==> config.mk <==
export PLATFORM = sky130hd
export DESIGN_NAME = round_robin_tick_scheduler
export DESIGN_NICKNAME = d
export VERILOG_FILES = /design/src/design/rrts_pkg.sv /design/src/design/round_robin_tick_scheduler.sv /design/src/design/rrts_ctrl.sv /design/src/design/rrts_datapath.sv
export SDC_FILE = /design/constraint.sdc
export NUM_CORES = 1
export LEC_CHECK = 0
export BUFFER_PORTS_ARGS = -buffer_cell sky130_fd_sc_hd__buf_4
export CAP_MARGIN = 40
export CORE_MARGIN = 4
export CORE_UTILIZATION = 45
export CTS_BUF_LIST = sky130_fd_sc_hd__clkbuf_8
export DETAILED_ROUTE_END_ITERATION = 8
export SETUP_SLACK_MARGIN = 0.02
export SYNTH_ARGS = -nofsm -noshare
export SYNTH_HDL_FRONTEND = slang
export SYNTH_HIERARCHICAL = 1
export SYNTH_SLANG_ARGS = --single-unit
==> constraint.sdc <==
create_clock -name clk_i -period 6.2 [get_ports clk_i]
set_clock_uncertainty 0.15 [all_clocks]
set_input_delay 0.31 -clock clk_i [delete_from_list [all_inputs] [get_ports clk_i]]
set_output_delay 0.31 -clock clk_i [all_outputs]
set_load 0.05 [all_outputs]
==> src/design/rrts_pkg.sv <==
// rrts_pkg: types, sizes and controller states shared by the scheduler files.
// No dependencies; every other file of the block refers to it by scoped name.

package rrts_pkg;

  localparam int unsigned QUEUE_DEPTH = 16;
  localparam int unsigned IDX_W       = (QUEUE_DEPTH > 1) ? $clog2(QUEUE_DEPTH) : 1;
  localparam int unsigned CNT_W       = $clog2(QUEUE_DEPTH + 1);
  localparam int unsigned SUM_W       = $clog2(2 * QUEUE_DEPTH);
  localparam int unsigned ID_W        = 8;
  localparam int unsigned BURST_W     = 16;
  localparam int unsigned QUANTUM_W   = 16;

  localparam logic [QUANTUM_W-1:0] QUANTUM_RESET = QUANTUM_W'(4);

  localparam logic KIND_ARRIVAL = 1'b0;
  localparam logic KIND_TICK    = 1'b1;

  typedef struct packed {
    logic               kind;
    logic [ID_W-1:0]    process_id;
    logic [BURST_W-1:0] burst_length;
  } rrts_in_t;

  typedef struct packed {
    logic            is_tick;
    logic            busy_res;
    logic [ID_W-1:0] running_id;
    logic            finished;
    logic            rotated;
    logic            dropped;
  } rrts_out_t;

  typedef struct packed {
    logic [ID_W-1:0]    id;
    logic [BURST_W-1:0] remaining;
  } rrts_entry_t;

  typedef struct packed {
    logic capture;
    logic commit;
  } rrts_cmd_t;

  typedef enum logic {
    S_IDLE,
    S_EXEC
  } rrts_state_e;

endpackage

==> src/design/round_robin_tick_scheduler.sv <==
// round_robin_tick_scheduler: top level of the tick-driven round-robin scheduler.
// Instantiates rrts_ctrl and rrts_datapath; types come from rrts_pkg.
//
// Usage:
// - input channel (in_valid_i/in_ready_o/in_data_i): each transfer is either a
//   process arrival (kind 0, queued unless its burst is zero or the queue is full)
//   or one scheduler tick (kind 1, runs the head process for one tick)
// - output channel (out_valid_o/out_ready_i/out_data_o): exactly one result
//   per input transfer, in input order
// - config channel (cfg_valid_i/cfg_ready_o/cfg_data_i): writes the time
//   quantum, always ready; write it only while no item is in flight
// - an item is handled in order: the registered read of the queue head entry
//   from the queue memory, then the update, write-back and result load; no new
//   item is accepted until the previous one has been committed
// - the result is loaded into the output register once that register is free
// - reset empties the queue, clears the slice counter and sets the quantum
//   to 4; no clearing pass is needed
// - a stalled receiver holds the result in the output register; one more
//   item is accepted and then waits until the result slot frees up

module round_robin_tick_scheduler (
  input  logic                           clk_i,
  input  logic                           rst_ni,
  input  logic                           in_valid_i,
  output logic                           in_ready_o,
  input  rrts_pkg::rrts_in_t             in_data_i,
  output logic                           out_valid_o,
  input  logic                           out_ready_i,
  output rrts_pkg::rrts_out_t            out_data_o,
  input  logic                           cfg_valid_i,
  output logic                           cfg_ready_o,
  input  logic [rrts_pkg::QUANTUM_W-1:0] cfg_data_i
);

  rrts_pkg::rrts_cmd_t cmd;

  assign cfg_ready_o = 1'b1;

  rrts_ctrl u_ctrl (
    .clk_i       (clk_i),
    .rst_ni      (rst_ni),
    .in_valid_i  (in_valid_i),
    .in_ready_o  (in_ready_o),
    .out_valid_o (out_valid_o),
    .out_ready_i (out_ready_i),
    .cmd_o       (cmd)
  );

  rrts_datapath u_datapath (
    .clk_i      (clk_i),
    .rst_ni     (rst_ni),
    .cmd_i      (cmd),
    .in_data_i  (in_data_i),
    .cfg_we_i   (cfg_valid_i),
    .cfg_data_i (cfg_data_i),
    .out_data_o (out_data_o)
  );

endmodule

==> src/design/rrts_ctrl.sv <==
// rrts_ctrl: handshake controller of the scheduler, sequences capture and commit.
// Depends on rrts_pkg for the state enum and the command struct.

module rrts_ctrl (
  input  logic              clk_i,
  input  logic              rst_ni,
  input  logic              in_valid_i,
  output logic              in_ready_o,
  output logic              out_valid_o,
  input  logic              out_ready_i,
  output rrts_pkg::rrts_cmd_t cmd_o
);

  rrts_pkg::rrts_state_e state_q, state_d;
  logic out_valid_q, out_valid_d;
  logic out_free;

  assign out_free = !out_valid_q || out_ready_i;

  always_comb begin
    state_d = state_q;
    case (state_q)
      rrts_pkg::S_IDLE: begin
        if (in_valid_i) state_d = rrts_pkg::S_EXEC;
      end
      rrts_pkg::S_EXEC: begin
        if (out_free) state_d = rrts_pkg::S_IDLE;
      end
      default: state_d = rrts_pkg::S_IDLE;
    endcase
  end

  always_comb begin
    in_ready_o    = 1'b0;
    cmd_o.capture = 1'b0;
    cmd_o.commit  = 1'b0;
    case (state_q)
      rrts_pkg::S_IDLE: begin
        in_ready_o    = 1'b1;
        cmd_o.capture = in_valid_i;
      end
      rrts_pkg::S_EXEC: begin
        cmd_o.commit = out_free;
      end
      default: begin
        in_ready_o = 1'b0;
      end
    endcase
  end

  always_comb begin
    out_valid_d = out_valid_q;
    if (cmd_o.commit) out_valid_d = 1'b1;
    else if (out_ready_i) out_valid_d = 1'b0;
  end

  always_ff @(posedge clk_i or negedge rst_ni) begin
    if (!rst_ni) begin
      state_q     <= rrts_pkg::S_IDLE;
      out_valid_q <= 1'b0;
    end else begin
      state_q     <= state_d;
      out_valid_q <= out_valid_d;
    end
  end

  assign out_valid_o = out_valid_q;

endmodule

==> src/design/rrts_datapath.sv <==
// rrts_datapath: ready queue memory, head/count/slice registers and result register.
// Depends on rrts_pkg; driven by the command struct from rrts_ctrl.

module rrts_datapath (
  input  logic                          clk_i,
  input  logic                          rst_ni,
  input  rrts_pkg::rrts_cmd_t           cmd_i,
  input  rrts_pkg::rrts_in_t            in_data_i,
  input  logic                          cfg_we_i,
  input  logic [rrts_pkg::QUANTUM_W-1:0] cfg_data_i,
  output rrts_pkg::rrts_out_t           out_data_o
);

  localparam int unsigned IDX_W = rrts_pkg::IDX_W;
  localparam int unsigned CNT_W = rrts_pkg::CNT_W;
  localparam int unsigned SUM_W = rrts_pkg::SUM_W;
  localparam int unsigned QW    = rrts_pkg::QUANTUM_W;

  rrts_pkg::rrts_entry_t queue_mem_q [rrts_pkg::QUEUE_DEPTH];
  rrts_pkg::rrts_entry_t rd_q;
  rrts_pkg::rrts_in_t    item_q;
  rrts_pkg::rrts_out_t   out_q, out_d;

  logic [IDX_W-1:0] head_q, head_d;
  logic [CNT_W-1:0] count_q, count_d;
  logic [QW-1:0]    slice_q, slice_d;
  logic [QW-1:0]    quantum_q;

  logic [SUM_W-1:0]           tail_sum;
  logic [IDX_W-1:0]           tail_idx;
  logic [IDX_W-1:0]           head_inc;
  logic [QW-1:0]              slice_inc;
  logic [rrts_pkg::BURST_W-1:0] rem_dec;
  logic                       queue_full;
  logic                       mem_we;
  logic [IDX_W-1:0]           mem_waddr;
  rrts_pkg::rrts_entry_t      mem_wdata;

  assign tail_sum  = SUM_W'(head_q) + SUM_W'(count_q);
  assign tail_idx  = (tail_sum >= SUM_W'(rrts_pkg::QUEUE_DEPTH))
                     ? IDX_W'(tail_sum - SUM_W'(rrts_pkg::QUEUE_DEPTH))
                     : IDX_W'(tail_sum);
  assign head_inc  = (head_q == IDX_W'(rrts_pkg::QUEUE_DEPTH - 1))
                     ? '0 : head_q + IDX_W'(1);
  assign slice_inc = slice_q + QW'(1);
  assign rem_dec   = rd_q.remaining - rrts_pkg::BURST_W'(1);
  assign queue_full = (count_q == CNT_W'(rrts_pkg::QUEUE_DEPTH));

  always_comb begin
    head_d    = head_q;
    count_d   = count_q;
    slice_d   = slice_q;
    mem_we    = 1'b0;
    mem_waddr = head_q;
    mem_wdata = '{id: rd_q.id, remaining: rem_dec};
    out_d     = '0;
    out_d.is_tick = item_q.kind;
    if (item_q.kind == rrts_pkg::KIND_ARRIVAL) begin
      if (item_q.burst_length == '0 || queue_full) begin
        out_d.dropped = 1'b1;
      end else begin
        mem_we    = 1'b1;
        mem_waddr = tail_idx;
        mem_wdata = '{id: item_q.process_id, remaining: item_q.burst_length};
        count_d   = count_q + CNT_W'(1);
      end
    end else if (count_q != '0) begin
      out_d.busy_res   = 1'b1;
      out_d.running_id = rd_q.id;
      if (rem_dec == '0) begin
        out_d.finished = 1'b1;
        head_d  = head_inc;
        count_d = count_q - CNT_W'(1);
        slice_d = '0;
      end else if (quantum_q != '0 && slice_inc >= quantum_q) begin
        out_d.rotated = 1'b1;
        mem_we    = 1'b1;
        mem_waddr = tail_idx;
        head_d    = head_inc;
        slice_d   = '0;
      end else begin
        mem_we  = 1'b1;
        slice_d = slice_inc;
      end
    end
  end

  always_ff @(posedge clk_i) begin
    rd_q <= queue_mem_q[head_q];
    if (cmd_i.commit && mem_we) queue_mem_q[mem_waddr] <= mem_wdata;
  end

  always_ff @(posedge clk_i) begin
    if (cmd_i.capture) item_q <= in_data_i;
    if (cmd_i.commit) out_q <= out_d;
  end

  always_ff @(posedge clk_i or negedge rst_ni) begin
    if (!rst_ni) begin
      head_q    <= '0;
      count_q   <= '0;
      slice_q   <= '0;
      quantum_q <= rrts_pkg::QUANTUM_RESET;
    end else begin
      if (cmd_i.commit) begin
        head_q  <= head_d;
        count_q <= count_d;
        slice_q <= slice_d;
      end
      if (cfg_we_i) quantum_q <= cfg_data_i;
    end
  end

  assign out_data_o = out_q;

  a_count_bound: assert property (@(posedge clk_i) disable iff (!rst_ni)
    count_q <= CNT_W'(rrts_pkg::QUEUE_DEPTH))
    else $error("queue count beyond depth");

  a_head_bound: assert property (@(posedge clk_i) disable iff (!rst_ni)
    head_q < IDX_W'(rrts_pkg::QUEUE_DEPTH - 1) || head_q == IDX_W'(rrts_pkg::QUEUE_DEPTH - 1))
    else $error("head index out of range");

  a_push_count: assert property (@(posedge clk_i) disable iff (!rst_ni)
    cmd_i.commit && item_q.kind == rrts_pkg::KIND_ARRIVAL && !out_d.dropped
    |=> count_q == $past(count_q) + CNT_W'(1))
    else $error("accepted arrival did not grow the queue");

  a_finish_pop: assert property (@(posedge clk_i) disable iff (!rst_ni)
    cmd_i.commit && out_d.finished |=> count_q == $past(count_q) - CNT_W'(1) && slice_q == '0)
    else $error("finished process not removed");

  a_fin_rot_excl: assert property (@(posedge clk_i) disable iff (!rst_ni)
    cmd_i.commit |-> !(out_d.finished && out_d.rotated))
    else $error("finish and rotate on one tick");

endmodule

==> results of run 1 <==
[report_power, final]
part | total (mW) | internal [mW] | switching [mW]
clock network | 2.68 | 1.43 | 1.25
logic | 3.15 | 1.19 | 1.97
registers | 4.58 | 4.31 | 0.265
total | 10.4 | 6.93 | 3.48
[layout by cell type (no fill, tap or decap), types with 16 or more instances in the layout]
master,instances
clkbuf_8,88
inv_1,65
mux4_2,48
dfxtp_1,24
edfxtp_1,422
mux2i_1,100
nor2_1,42
a21oi_1,24
nand2_1,77
mux2_2,16
o21ai_0,52
a21oi_4,16
ha_1,26
dlygate4sd3_1,75
buf_4,92
a22oi_1,24
dfrtp_1,40
xnor2_1,23
a221oi_1,48
[per-layer routing]
metal	vias up	part of all wire	wire length, µm
li1	5235	-	-
met1	5763	0.42	20220
met2	308	0.51	24430
met3	83	0.048	2315
met4	0	0.026	1276
met5	-	0	0
[worst max-delay path by stage]
stage	to	slack [ps]
floorplan	u_datapath/queue_mem_q[12][0]$_DFFE_PP_	1160
global placement	u_datapath/queue_mem_q[12][5]$_DFFE_PP_	1070
detailed placement	u_datapath/queue_mem_q[7][11]$_DFFE_PP_	990
CTS	u_datapath/queue_mem_q[7][16]$_DFFE_PP_	940
global route	u_datapath/queue_mem_q[7][20]$_DFFE_PP_	610
finish	u_datapath/queue_mem_q[7][16]$_DFFE_PP_	980
[cell type report]
type,count,area (µm²),share of cell area
clock buffers,88,1211,0.05077
clock inverters,59,332.8,0.01395
multi-input cells,643,5637,0.2363
repair buffers,176,1593,0.06676
inverters,31,116.4,0.004878
flip-flops and latches,489,14230,0.5967
well taps,585,732.0,0.03068
[flip-flops by register name, indices dropped and copies added (netlist names)]
name	flops
u_datapath/queue_mem_q	384
u_datapath/head_q	4
u_datapath/quantum_q	16
u_ctrl/out_valid_o	1
u_datapath/slice_q	16
u_datapath/rd_q	24
u_datapath/out_data_o	13
u_ctrl/state_q	1
u_datapath/item_q	25
u_datapath/count_q	5
[stage by stage]
| step | instance area (µm²) | worst slack, ps |
|---|---|---|
| global placement | 21420 | 1072 |
| finish | 23860 | 983.5 |
| CTS | 23850 | 937.6 |
| floorplan | 19990 | 1163 |
| detailed placement | 21550 | 989.4 |
| global route | 23860 | 607.7 |
[kinds of logic (layout without fill, tap and decap cells)]
family | count (synthesis) | after routing
compound gates | 213 | 213
xor+xnor | 34 | 34
fa+ha+maj | 28 | 28
buf+inv | 89 | 354
flops | 489 | 489
mux | 164 | 164
other cells | 1 | 1
simple gates | 203 | 203
==> impl_metrics.yaml, run 1 <==
run_status:
  status: "completed"
critical_path:
  crit_start: "u_datapath/slice_q[0]$_DFFE_PN0P_"
  cp_slowest_cell: "a21oi_4"
  path_depth: 14
  cp.arrival_ps: 5320
  critPathKind: "reg2reg"
  ff2ff_path_depth: 14
  critical-path-top-delay-family: "compound AO/OA/AOI/OAI gates"
  reg2reg_slack_ps: 980
  reg2reg_from: "u_datapath/slice_q[0]$_DFFE_PN0P_"
  start_kind: "register"
  required_ps: 6310
  endpoint_kind: "register"
  crit_fanout: 24
  max_stage_delay_ps: 890
  r2r-end: "u_datapath/queue_mem_q[7][16]$_DFFE_PP_"
  crit_chain: "ha_1, and3_1, nand3_1, inv_1, nand3_1, nor2_1, xor2_1, ha_1, nand4_1, nor4_1, a32o_1, o211ai_1, nand4_1, a21oi_4"
  path_buf_inv: 1
grt:
  gr-usage-all-layers: 0.2061
  grt_first_pass_wirelength_um: 73090
  antenna_found_initial: 0
  grt_use_met2: 0.3546
  top_usage_layer: "met2"
  globalRouteMet1Util: 0.2632
  grt_pass1_vias: 11900
  overflow: 0
  gr-usage-met3: 0.04046
  grt_max_degree: 133
cells_and_area:
  fin_util: 0.5490
  finish.cell_count_without_fillers: 2071
  antenna_cells: 0
  nets: 1496
  area_growth_pct: 19.36
  drive_above_1_share: 0.2059
  fill_cells: 3421
floorplan:
  die-area_mm2: 0.04785
  die_x_um: 218.8
  coreArea_mm2: 0.04346
  initial_core_util: 0.4600
  rows: 76
  die_y_um: 218.8
  io_pins: 62
synthesis:
  syn-num-nets: 1295
  synth_flop_cell: "edfxtp_1"
  synth_top_family_by_area: "multiplexers"
  yosysWarningCount: 6
  muxShareOfSynthArea: 0.1132
  yosysTopAreaCell: "edfxtp_1"
  async_reset_ff_frac: 0.08793
  synth.distinct_cells: 69
  synth.most_common_cell: "edfxtp_1"
  synthCells: 1221
  synth-xor-area-share: 0.01490
  synth_compound_gate_area_share: 0.07480
  synth-edff-count: 422
  syn_avg_cell_area_um2: 16.37
  yosys-top-cells-area: "edfxtp_1, mux4_2, dfrtp_1, mux2i_1, dfxtp_1"
  yosysTopAreaCellShare: 0.6340
  yosys.area_share.simple: 0.04945
  synth-seq-cells: 489
  synthAdderAreaFrac: 0.01828
  syn-cell-area_mm2: 0.01999
  ys_seq_area_frac: 0.7119
  synthTopCellsByCount: "edfxtp_1, mux2i_1, nand2_1"
clocking:
  clockBufferDepth: 3
  htree_num_levels: 3
  cts.sinks: 489
  clkTransAtPathRegs_ps: 60
  cts_resized: 0
  cts_inserted_buffers: 81
  post-cts-setup-buffers: 0
  postCtsHoldBufs: 75
  clock_latency_ps: 650
  cts_tree: "yes"
  cts-root-buf: "clkbuf_8"
detailed_routing:
  drt_pre_antenna_iters: 4
  postRouteAntennaNets: 0
  wire_per_inst_um: 23.30
  viasPerCell: 5.499
  drc: 0
  drt_iter0_drc: 891
  routed_wl_um: 48250
  vias: 11390
timing:
  clock.fmax_ghz: 0.1917
  hold_slack_ps: 76.20
  worst_pin_slew_ps: 1040
  setup_viol: 0
  fin_tns_setup_ps: 0
  period_needed_ps: 5216
  hold_viol_final: 0
  slew_headroom: 0.3064
  drv_slew: 0
  fin_crit_sh: 0.8414
  rsz0062_at_grt: "false"
placed_design:
  gp_congestion: 0.8412
  dp.cells: 1848
  hpwl_um: 30010
  numPortBuffers: 60
pwr:
  p_total_mw: 10.41
  p_per_area_mw_per_mm2: 436.3
  peakVddDrop_mv: 0.3655
  power_leakage_nw: 8.508
flow_run:
  max_cap_violations: 0
min_path:
  hold_path_class: "in2async"
No activity file was read; power rests on OpenSTA's default activity.
==> inputs of run 2 (changes only) <==
Settings changed: ABC_AREA from default to 1.
Clock period 6.2 ns to 5.47 ns, I/O delays scaled along.
==> impl_metrics.yaml, run 2 <==
cells_and_area:
  finish.cell_count_without_fillers: 2563
  layout_commonest_cell: "edfxtp_1"
  fill_cells: 3782
  nets: 1977
  fin_util: 0.5423
  final_area_mm2: 0.02404
  top_regs: "u_datapath/queue_mem_q x384, u_datapath/item_q x25, u_datapath/rd_q x24"
  largest-register: "u_datapath/queue_mem_q"
  seq_area_mm2: 0.01424
  drive_above_1_share: 0.1538
  layout.cells.most_common_list: "edfxtp_1, nand2_1, o21ai_0"
  area_growth_pct: 18.81
  multi_input_area_mm2: 0.005469
  largest_register_ffs: 384
grt:
  gr-usage-all-layers: 0.2240
  grt_max_degree: 69
  grt_pass1_vias: 13790
  overflow: 0
  grt_first_pass_wirelength_um: 81550
  antenna_found_initial: 1
floorplan:
  rows: 77
  io_pins: 62
  die_x_um: 220.0
  initial_core_util: 0.4565
  die_y_um: 220.0
  die-area_mm2: 0.04841
  coreArea_mm2: 0.04432
synthesis:
  syn_avg_cell_area_um2: 11.85
  synth-edff-count: 422
  synthCells: 1707
  synth.distinct_cells: 47
  synth_flop_cell: "edfxtp_1"
  synth-seq-cells: 489
  syn-cell-area_mm2: 0.02023
  ys_seq_area_frac: 0.7034
  synthTopCellsByCount: "edfxtp_1, nand2_1, o21ai_0"
  async_reset_ff_frac: 0.08793
  yosysWarningCount: 6
  synth.most_common_cell: "edfxtp_1"
  yosysTopAreaCellShare: 0.6264
  syn-num-nets: 1781
  yosys-top-cells-area: "edfxtp_1, nand2_1, dfrtp_1, o21ai_0, nor2_1"
  yosysTopAreaCell: "edfxtp_1"
critical_path:
  cp_slowest_cell: "nor2_4"
  reg2reg_slack_ps: 660
  crit_top_cell: "nand2_1"
  max_stage_delay_ps: 530
  ff2ff_path_depth: 22
  crit_fanout: 14
  cp.arrival_ps: 4990
  required_ps: 5640
  endpoint_kind: "register"
  start_kind: "register"
  crit_chain: "ha_1, and3_1, nand2_1, nor3_1, nand3_1, nor2_1, xor2_1, inv_1, ha_1, nand4_1, a21oi_1, nor2_1, nand2_1, nand2_1, nor2_1, nand2_1, nand2_1, nand3_1, nand2_1, nand2_1, nor2_4, buf_12"
  critPathKind: "reg2reg"
timing:
  hold_slack_ps: 55.85
  fin_tns_setup_ps: 0
  hold_viol_final: 0
  setup_viol: 0
  rsz0062_at_grt: "false"
  clock.fmax_ghz: 0.2077
  slew_headroom: 0.4281
  worst_pin_slew_ps: 857.9
  fin_crit_sh: 0.8802
  period_needed_ps: 4814
  drv_slew: 0
clocking:
  cts_resized: 0
  cts-root-buf: "clkbuf_8"
  cts_tree: "yes"
  clockBufferDepth: 3
  cts_inserted_buffers: 80
  htree_num_levels: 3
  cts.sinks: 489
  clock_latency_ps: 630
  post-cts-setup-buffers: 0
  clkTransAtPathRegs_ps: 60
min_path:
  hold_path_class: "in2async"
placed_design:
  numPortBuffers: 60
  gp_congestion: 0.8632
  hpwl_um: 33440
  dp.cells: 2337
  place_area_mm2: 0.02180
detailed_routing:
  routed_wl_um: 54040
  drt_iter0_drc: 1230
  wire_per_inst_um: 21.09
  vias: 13970
  viasPerCell: 5.452
  drc: 0
  postRouteAntennaNets: 0
  drt_pre_antenna_iters: 5
pwr:
  switching_power_mw: 4.638
  swShare: 0.3861
  seqPwrFrac: 0.421
  cell_internal_pwr_mw: 7.375
  p_per_area_mw_per_mm2: 499.8
  peakVddDrop_mv: 0.2313
  p_clk_frac: 0.245
  power_leakage_nw: 9.051
  combPwrFrac: 0.335
run_status:
  status: "completed"
flow_run:
  max_cap_violations: 0
## run 2: changes by cell type after synthesis, moves of 27 or more
cell and change:
nand3_1 +70, nand2_1 +245, mux2i_1 -100, clkbuf_1 +33
nor2_1 +125, o22ai_1 +27, inv_1 +58, o21ai_0 +124
mux4_2 -48
## run 2: worst paths after layout
check / endpoint / start
min in group clk_i: u_datapath/item_q[3]$_DFFE_PP_ / in_data_i[3]
worst max-delay path: u_datapath/queue_mem_q[14][11]$_DFFE_PP_ / u_datapath/slice_q[0]$_DFFE_PN0P_
max in group asynchronous: u_datapath/head_q[0]$_DFFE_PN0P_ / rst_ni
worst max register to register: u_datapath/queue_mem_q[14][11]$_DFFE_PP_ / u_datapath/slice_q[0]$_DFFE_PN0P_
worst min register to register: u_datapath/slice_q[15]$_DFFE_PN0P_ / u_datapath/slice_q[15]$_DFFE_PN0P_
worst min-delay path: u_datapath/quantum_q[11]$_DFFE_PN0P_ / rst_ni
## run 2: power by group through the flow
stage                     sequential, mW  combinational [mW]  clock, mW
after detailed placement            5.12                3.95          0
after CTS                           5.05                4.01       3.01
final                               5.05                4.02       2.94
after floorplan                     5.04                2.39          0
after global routing                5.09                4.42       3.19
after global placement              5.12                3.85          0
## run 2: kinds of logic after synthesis
logic type,Yosys count,share of synthesized area
simple gates,649,0.1387
flops,489,0.7034
compound gates,336,0.09574
buf+inv,182,0.03426
fa+ha+maj,28,0.01806
xor+xnor,21,0.009091
other cells,1,0.0001854
mux,1,0.0005566
## run 2: worst max-delay path: cells and delay by family (launching register included)
kind,cells,cell delay (ps)
flip-flops,1,370
XOR/XNOR,1,150
AO/OA/AOI/OAI,1,150
adder cells (fa/ha/maj),2,480
buffers and inverters,2,300
AND/OR/NAND/NOR,16,2910
## run 2: per-stage QoR
| step | power [mW] | worst slack (ps) |
|---|---|---|
| 3_5_place_dp | 9.074 | 673.0 |
| 6_report | 12.01 | 655.6 |
| 5_1_grt | 12.70 | 224.9 |
| 4_1_cts | 12.07 | 653.8 |
| 2_1_floorplan | 7.429 | 1076 |
| 3_3_place_gp | 8.970 | 791.1 |
## run 2: timing repair
item                                    in CTS  in global routing
hold buffers                                76                  0
endpoints found under the setup margin       0                  0
hold endpoints to repair                    86                  0
## run 2: area by class of cell
type,instances,share of cell area
Antenna cell,1,0.0001041
Clock buffer,84,0.04810
Clock inverter,65,0.01322
Inverter,96,0.01510
Multi-Input combinational cell,1036,0.2275
Sequential cell,489,0.5923
Tap cell,592,0.03082
Timing Repair Buffer,200,0.07283
## run 2: metal layers
metal,global-route usage,up-vias,part of all wire
met5,0,-,0
met4,0.07683,0,0.028
met3,0.05378,115,0.074
met2,0.3534,475,0.46
met1,0.3068,6872,0.44
li1,-,6512,-
==> inputs of run 3 (changes only) <==
Settings changed: CORE_UTILIZATION 45 to 30.
==> impl_metrics.yaml, run 3 (synthesized netlist as in run 2, its figures left out) <==
clocking:
  clkTransAtPathRegs_ps: 70
  cts_inserted_buffers: 80
  post-cts-setup-buffers: 0
  htree_num_levels: 3
  clock_latency_ps: 670
  cts-root-buf: "clkbuf_8"
  cts_tree: "yes"
  cts.sinks: 489
  clockBufferDepth: 3
detailed_routing:
  routed_wl_um: 54370
  drt_pre_antenna_iters: 9
  vias: 13770
  drc: 0
  postRouteAntennaNets: 0
  drt_iter0_drc: 1303
  wire_per_inst_um: 19.23
  viasPerCell: 4.869
critical_path:
  cp.arrival_ps: 4950
  crit_chain: "ha_1, and3_1, nand2_1, nor3_1, nand3_1, nor2_1, xor2_1, inv_1, ha_1, nand4_1, nor3_1, nand2_1, nand2_1, nand2_1, nor2_1, nand2_1, nand2_1, nand3_1, nand2_1, nand3_1, nor2_4"
  start_kind: "register"
  crit_top_cell: "nand2_1"
  max_stage_delay_ps: 740
  endpoint_kind: "register"
  required_ps: 5600
  cp_slowest_cell: "nor2_4"
  critPathKind: "reg2reg"
  crit_fanout: 24
cells_and_area:
  top_regs: "u_datapath/queue_mem_q x384, u_datapath/item_q x25, u_datapath/rd_q x24"
  seq_area_mm2: 0.01423
  area_growth_pct: 20.49
  layout.cells.most_common_list: "edfxtp_1, nand2_1, o21ai_0"
  drive_above_1_share: 0.1489
  fill_cells: 6360
  nets: 1970
  fin_util: 0.3675
  multi_input_area_mm2: 0.005460
  layout_commonest_cell: "edfxtp_1"
  largest-register: "u_datapath/queue_mem_q"
  largest_register_ffs: 384
timing:
  fin_crit_sh: 0.8817
  period_needed_ps: 4823
  hold_slack_ps: 168.3
  setup_slack_ps: 647.0
  worst_pin_slew_ps: 869.4
  fin_tns_setup_ps: 0
  slew_headroom: 0.4204
  setup_viol: 0
  clock.fmax_ghz: 0.2073
  rsz0062_at_grt: "false"
  drv_slew: 0
  hold_viol_final: 0
pwr:
  power_leakage_nw: 9.025
  p_per_area_mw_per_mm2: 496.0
  peakVddDrop_mv: 0.2056
  p_total_mw: 12.09
floorplan:
  initial_core_util: 0.3050
  die_x_um: 267.7
  die_y_um: 267.7
  die-area_mm2: 0.07166
  rows: 94
  coreArea_mm2: 0.06633
  io_pins: 62
grt:
  grt_first_pass_wirelength_um: 82570
  gr-usage-all-layers: 0.1502
  overflow: 0
  grt_pass1_vias: 14150
  antenna_found_initial: 1
  grt_max_degree: 86
placed_design:
  dpl_worst_slack_ps: 724.5
  hpwl_um: 34460
  numPortBuffers: 60
  gp_congestion: 0.8154
flow_run:
  max_cap_violations: 0
run_status:
  status: "completed"
min_path:
  hold_path_class: "in2reg"
run 3: stage by stage:
step	instance area, µm²	cells
final	24380	2827
after global routing	24370	2825
after global placement	21940	2592
after floorplan	20230	1707
after detailed placement	22090	2600
after CTS	24370	2825
run 3: routing by layer:
layer  vias to the layer above  routed length [µm]  GRT usage
li1                       6502                   -          -
met1                      6715               22370     0.1825
met2                       446               27380     0.2627
met3                       102                2968    0.02912
met4                         0                1656    0.06093
met5                         -                   0          0
run 3: area by class of cell:
cell class,instances,area share
multi-input combinational,1036,0.2240
inverter,96,0.01489
antenna,2,0.0002053
timing repair buffer,193,0.07140
clock buffer,85,0.04799
tap,864,0.04435
sequential,489,0.5840
clock inverter,62,0.01319
run 3: final timing paths:
kind | from | end | slack, ps | cells after the start
worst max-delay path | u_datapath/slice_q[0]$_DFFE_PN0P_ | u_datapath/queue_mem_q[3][2]$_DFFE_PP_ | 650 | 21
worst min-delay path | in_data_i[3] | u_datapath/item_q[3]$_DFFE_PP_ | 170 | 2
worst max register to register | u_datapath/slice_q[0]$_DFFE_PN0P_ | u_datapath/queue_mem_q[3][2]$_DFFE_PP_ | 650 | 21
worst min register to register | u_ctrl/state_q$_DFF_PN0_ | u_ctrl/out_valid_o$_DFFE_PN0P_ | 370 | 2
max in group asynchronous | rst_ni | u_datapath/head_q[0]$_DFFE_PN0P_ | 4400 | 4
min in group asynchronous | rst_ni | u_datapath/quantum_q[2]$_DFFE_PN1P_ | 530 | 3
run 3: what timing repair did:
item	in CTS	in global routing
resized for setup	0	0
hold endpoints to repair	86	0
hold buffers	78	0
setup endpoints to repair	0	0
run 3: worst max-delay path, delay by kind of cell, from the launching register on:
kind / cells / cell delay [ps]
xor+xnor: 1 / 170
flops: 1 / 380
simple gates: 17 / 3160
buf+inv: 1 / 90
fa+ha+maj: 2 / 470
run 3: power breakdown:
group	internal (mW)	total, mW	switching (mW)
clock	1.50	2.97	1.46
combinational	1.19	4.12	2.93
sequential	4.75	5.00	0.259
